--- src/rtl/tscw_pkg.sv ---
// Shared constants, codes and controller/datapath interface types for the text screen writer.
package tscw_pkg;

  localparam int MAX_COLS   = 128;
  localparam int MAX_ROWS   = 64;
  localparam int TAB_SPACES = 4;
  localparam int MEM_CELLS  = MAX_COLS * MAX_ROWS;
  localparam int ADDR_W     = $clog2(MEM_CELLS);

  localparam int CHAR_W     = 8;
  localparam int COL_W      = 7;
  localparam int ROW_W      = 6;
  localparam int CROW_W     = 7;
  localparam int WID_W      = 8;
  localparam int HGT_W      = 7;
  localparam int FUNC_W     = 2;
  localparam int CFG_AW     = 1;
  localparam int TAB_CNT_W  = $clog2(TAB_SPACES + 1);
  localparam int IN_DATA_W  = 24;
  localparam int OUT_DATA_W = 24;

  localparam logic [WID_W-1:0]  WIDTH_RESET  = 8'd80;
  localparam logic [HGT_W-1:0]  HEIGHT_RESET = 7'd25;

  localparam logic [CHAR_W-1:0] CODE_NUL   = 8'h00;
  localparam logic [CHAR_W-1:0] CODE_TAB   = 8'h09;
  localparam logic [CHAR_W-1:0] CODE_NL    = 8'h0A;
  localparam logic [CHAR_W-1:0] CODE_SPACE = 8'h20;

  localparam logic [CFG_AW-1:0] CFG_WIDTH  = 1'b0;
  localparam logic [CFG_AW-1:0] CFG_HEIGHT = 1'b1;

  typedef enum logic [1:0] {
    OP_PUT   = 2'd0,
    OP_MOVE  = 2'd1,
    OP_CLEAR = 2'd2,
    OP_READ  = 2'd3
  } op_e;

  typedef enum logic [1:0] {
    KIND_NUL,
    KIND_NL,
    KIND_TAB,
    KIND_PRINT
  } kind_e;

  typedef struct packed {
    logic load;
    logic put_step;
    logic move;
    logic sweep_step;
    logic sweep_full;
    logic home;
    logic rd_issue;
    logic out_load;
  } tscw_cmd_t;

  typedef struct packed {
    op_e   in_op;
    kind_e in_kind;
    logic  step_drop;
    logic  step_wrap;
    logic  sweep_last;
    logic  out_free;
  } tscw_sts_t;

  function automatic kind_e char_kind(logic [CHAR_W-1:0] c);
    kind_e k;
    if (c == CODE_NUL) k = KIND_NUL;
    else if (c == CODE_NL) k = KIND_NL;
    else if (c == CODE_TAB) k = KIND_TAB;
    else k = KIND_PRINT;
    return k;
  endfunction

endpackage

--- src/rtl/tscw_ctrl.sv ---
// Operation sequencer for the text screen writer: init sweep, put/fill loops, move, clear, read.
module tscw_ctrl import tscw_pkg::*; (
  input  logic      clk_i,
  input  logic      rst_ni,
  input  logic      s_tvalid_i,
  output logic      s_tready_o,
  input  tscw_sts_t sts_i,
  output tscw_cmd_t cmd_o
);

  typedef enum logic [3:0] {
    S_INIT,
    S_IDLE,
    S_NOP,
    S_MOVE,
    S_CHR,
    S_NL,
    S_TAB,
    S_CLR,
    S_RD,
    S_RDF,
    S_HOLD
  } state_e;

  state_e               state_q, state_d;
  logic [TAB_CNT_W-1:0] tab_cnt_q, tab_cnt_d;
  logic                 finish;

  always_comb begin
    state_d    = state_q;
    tab_cnt_d  = tab_cnt_q;
    cmd_o      = '0;
    finish     = 1'b0;
    s_tready_o = (state_q == S_IDLE);
    case (state_q)
      S_INIT: begin
        cmd_o.sweep_step = 1'b1;
        cmd_o.sweep_full = 1'b1;
        if (sts_i.sweep_last) state_d = S_IDLE;
      end
      S_IDLE: begin
        if (s_tvalid_i) begin
          cmd_o.load = 1'b1;
          tab_cnt_d  = '0;
          case (sts_i.in_op)
            OP_PUT: begin
              case (sts_i.in_kind)
                KIND_NUL: state_d = S_NOP;
                KIND_NL:  state_d = S_NL;
                KIND_TAB: state_d = S_TAB;
                default:  state_d = S_CHR;
              endcase
            end
            OP_MOVE:  state_d = S_MOVE;
            OP_CLEAR: state_d = S_CLR;
            default:  state_d = S_RD;
          endcase
        end
      end
      S_NOP: finish = 1'b1;
      S_MOVE: begin
        cmd_o.move = 1'b1;
        finish     = 1'b1;
      end
      S_CHR: begin
        cmd_o.put_step = 1'b1;
        finish         = 1'b1;
      end
      S_NL: begin
        // blank to end of row; the wrapping write moves to the next row
        cmd_o.put_step = 1'b1;
        if (sts_i.step_drop || sts_i.step_wrap) finish = 1'b1;
      end
      S_TAB: begin
        cmd_o.put_step = 1'b1;
        if (sts_i.step_drop || tab_cnt_q == TAB_CNT_W'(TAB_SPACES - 1)) begin
          finish = 1'b1;
        end else begin
          tab_cnt_d = tab_cnt_q + TAB_CNT_W'(1);
        end
      end
      S_CLR: begin
        cmd_o.sweep_step = 1'b1;
        if (sts_i.sweep_last) begin
          cmd_o.home = 1'b1;
          finish     = 1'b1;
        end
      end
      S_RD: begin
        cmd_o.rd_issue = 1'b1;
        state_d        = S_RDF;
      end
      S_RDF: finish = 1'b1;
      S_HOLD: begin
        if (sts_i.out_free) begin
          cmd_o.out_load = 1'b1;
          state_d        = S_IDLE;
        end
      end
      default: state_d = S_IDLE;
    endcase

    if (finish) begin
      if (sts_i.out_free) begin
        cmd_o.out_load = 1'b1;
        state_d        = S_IDLE;
      end else begin
        state_d = S_HOLD;
      end
    end
  end

  always_ff @(posedge clk_i or negedge rst_ni) begin
    if (!rst_ni) begin
      state_q   <= S_INIT;
      tab_cnt_q <= '0;
    end else begin
      state_q   <= state_d;
      tab_cnt_q <= tab_cnt_d;
    end
  end

endmodule

--- config.mk ---
export PLATFORM = sky130hd
export DESIGN_NAME = tscw_ctrl
export DESIGN_NICKNAME = d
export VERILOG_FILES = /design/src/rtl/tscw_pkg.sv /design/src/rtl/tscw_ctrl.sv
export SDC_FILE = /design/constraint.sdc
export NUM_CORES = 1
export LEC_CHECK = 0
export BUFFER_PORTS_ARGS = -buffer_cell sky130_fd_sc_hd__buf_2
export CAP_MARGIN = 20
export CORE_MARGIN = 2
export CORE_UTILIZATION = 45
export DETAILED_ROUTE_END_ITERATION = 12
export GPL_TIMING_DRIVEN = 0
export PLACE_DENSITY = 0.79
export SETUP_SLACK_MARGIN = 0.15
export SYNTH_ARGS = -nofsm -noshare
export SYNTH_HDL_FRONTEND = slang
export SYNTH_SLANG_ARGS = --single-unit
--- constraint.sdc ---
create_clock -name clk_i -period 1.8 [get_ports clk_i]
set_input_delay 0.09 -clock clk_i [delete_from_list [all_inputs] [get_ports clk_i]]
set_output_delay 0.09 -clock clk_i [all_outputs]
set_load 0.1 [all_outputs]
==> parameters.txt <==
Parameter                              Value

Worst setup path
  Slowest stage delay, CP    0.41 ns
  Beginning of the worst register-to-register path    tab_cnt_q[0]
  Crit end category    primary output
  WP data required    1.71 ns
  Highest-delay cell along the critical path    dfrtp_1
  Critical path cell sequence    buf_6 -> or3b_4 -> or2_4 -> a21boi_4 -> buf_12
  Peak fanout along the critical path    3
  Number of buffers and inverters on the critical path    2
  Gate family responsible for the most delay along the worst path    simple AND/OR/NAND/NOR gates
  Start-to-end type of the worst setup path    reg -> out
  CP startpoint    state_q[2]
  Arrival time of data at the critical path endpoint    1.78 ns
  Critical Path Source Type    register

Layout
  Number of antenna repair diodes    0
  Share of layout cells above drive strength 1    0.598
  Layout-stage area growth over the synthesis result    68.0%
  Post-route insts no fill    122
  Number of nets in the finished design    123
  Fill cell total of the finished layout    79
  Most common cell after layout, fill and taps aside    buf_4
  Layout Utilization    0.836
  Leading cell types in the layout, fill and taps excluded    buf_4 (11), buf_2 (10), buf_6 (8)

Route
  Number of routed nets with antenna violations    0
  Routed via count    699
  Total detailed-routing wirelength    1.85 mm
  Initial detailed-routing violation count    15
  1st-pass router iterations    4
  DRC viols    0
  Ratio of routed vias to standard cells    5.73
  Average wire per standard cell    15.2 um

Global routing
  Gr ovfl total    0
  Maximum number of pins on one net before global-route repair    11
  Via count of the first global-routing pass    697
  Initial antenna violation count    0
  Global Route Usage Sum    0.220
  Global-route wire length before repair    3.06 mm

Floorplanning
  Standard-cell row count    13
  Die X    42.6 um
  Starting density of the core    0.498
  Die area    0.00182 mm^2
  Die height    42.6 um
  Floorplan Core Area    0.00135 mm^2
  Total I/O pin count    20

Power and ir drop
  Clock Power Share    0.065
  IR drop worst, VDD    0.00116 V
  Total power density per cell area    2000 mW/mm^2
  Combinational group share of total power    0.813
  P_sw    1.23 mW
  Lkg Pwr    0.519 nW
  Internal power consumption    1.02 mW
  Flop pwr share    0.122
  Net switching share of the total power    0.547

Hold path
  Hold path start    sts_i[0]
  Worst Hold Class    in -> reg

Logic synthesis
  Number of warnings issued by yosys    0
  Post-Synthesis Cells    71
  Adder and majority cell fraction of the synthesized area    0.0745
  Seq/Total Area, Yosys    0.261
  Number of synthesized register bits    7
  Fraction of the mapped netlist area in simple logic gates    0.264
  Compound-cell area share of the yosys netlist    0.222
  Post-synth cell types    37
  Syn Nets    86
  Cell area after synthesis    672 um^2
  Fraction of synthesis flops using an asynchronous set or reset pin    1.00
  Number of flops mapped to enable cells by yosys    0
  Multiplexer share of the synthesized area    0.0857
  Avg Cell Area, Syn    9.46 um^2
  Most common flop cell mapped by yosys    dfrtp_1
  Combinational family with the most area after synthesis    simple AND/OR/NAND/NOR gates
  Share of the synthesized netlist area taken by xor and xnor gates    0

Place
  Post-Place Cells    105
  GP Congestion    0.737
  Quantity of I/O buffers inserted on ports    19
  Post-DP HPWL    1.11 mm
  Worst slack at placement    -0.103 ns

CTS
  Maximum buffer depth of the clock tree    2
  Number of buffers added by the clock tree synthesis step    3
  Clock net sink count    7
  Clock transition at path regs    0.06 ns
  Clk Latency, worst-skew pair    0.25 ns
  Maximum level of the CTS H-tree    1
  Cell at the root of the clock tree    clkbuf_4
  Clock tree from TritonCTS    yes

STA
  Post-layout min period    1.87 ns
  Crit path setup slack, layout    -0.0658 ns
  Final hold slack    0.102 ns
  Endpoints failing hold    0
  Clock Skew    0.00512 ns
  Fmax achieved    536 MHz
  RSZ-0062 raised after global routing    yes
  Remaining max-slew budget at the tightest pin    0.766
  Number of setup violations in the final report    1
  Part of the cycle the worst path needs    1.04
  Worst Max-Slew Pin Slew    0.351 ns
  Final count of pins violating max slew    0

Run status
  Failing checks    negative setup slack
  Run status    finished with violations

Flow run
  Maximum Capacitance Violations    0
[power groups by stage]
stage | Combinational, mW | Sequential (mW) | Clock [mW]
after floorplan | 1.23 | 0.260 | 0
after global placement | 1.37 | 0.275 | 0
after detailed placement | 1.39 | 0.276 | 0
after CTS | 1.70 | 0.271 | 0.146
after global routing | 1.92 | 0.281 | 0.153
final | 1.83 | 0.276 | 0.146
[worst register-to-register path, delay by kind of cell, from the launching register on]
family          cells  cell delay, ns
compound gates      1            0.08
buf+inv             2            0.25
simple gates        2            0.30
flops               1            0.38
mux                 1            0.28
fa+ha+maj           2            0.36
[registers in the layout, indices dropped and copies added, names as in the netlist]
signal     count
state_q        4
tab_cnt_q      3
[area by class of cell]
class / count / area, um^2 / share of cell area
clock buffers: 4 / 26.3 / 0.0233
multi-input cells: 52 / 546 / 0.483
flip-flops and latches: 7 / 176 / 0.156
repair buffers: 32 / 274 / 0.243
plain buffers: 5 / 61.3 / 0.0543
inverters: 7 / 26.3 / 0.0233
well taps: 15 / 18.8 / 0.0166
[through the flow]
stage	total power, mW	setup TNS (ns)	cell area (um^2)
finish	2.25	-0.0658	1130
global route	2.35	-0.137	1130
CTS	2.12	-0.0479	1080
detailed placement	1.67	-0.130	868
global placement	1.65	-0.0934	868
floorplan	1.49	-4.50	754
[final timing paths]
check	end	slack [ns]	cells after the start
min reg2reg	tab_cnt_q[2]	0.52	1
min	state_q[1]	0.10	2
max	cmd_o[0]	-0.07	5
max reg2reg	state_q[0]	0.01	8
max in group asynchronous	state_q[0]	1.42	2
min in group asynchronous	tab_cnt_q[2]	0.20	2
[per-layer routing]
layer	up-vias	part of all wire	GRT usage
met5	-	0	0
met4	0	0.0065	0.100
met1	333	0.41	0.280
met2	31	0.52	0.355
met3	2	0.058	0.0431
li1	333	-	-
[what timing repair did]
action / CTS / global route
hold buffers: 1 / 0
pin swaps: 4 / 2
buffers inserted: 11 / 1
resized for setup: 26 / 9
hold endpoints to repair: 7 / 0
endpoints found under the setup margin: 11 / 13
[logic make-up (layout without fill, tap and decap cells)]
kind of cell,Yosys count,count (layout)
AO/OA/AOI/OAI,20,20
adder cells (fa/ha/maj),4,4
buffers and inverters,12,48
flip-flops,7,7
multiplexers,5,5
AND/OR/NAND/NOR,23,23
[synth_stat cells, types with 2 or more instances]
library cell  n  area share
a21oi_1       6       0.045
a22o_1        2       0.026
buf_2         2       0.015
buf_4         2       0.022
dfrtp_1       7        0.26
ha_1          4       0.074
inv_1         7       0.039
mux2_2        2       0.034
mux2i_1       2       0.030
nand2_1       2       0.011
nand2b_1      2       0.019
nand3_1       3       0.022
nor2_1        3       0.017
nor4_1        2       0.019
nor4b_4       2       0.071
o21ai_0       2       0.015
Power figures use the tool's default switching activity.
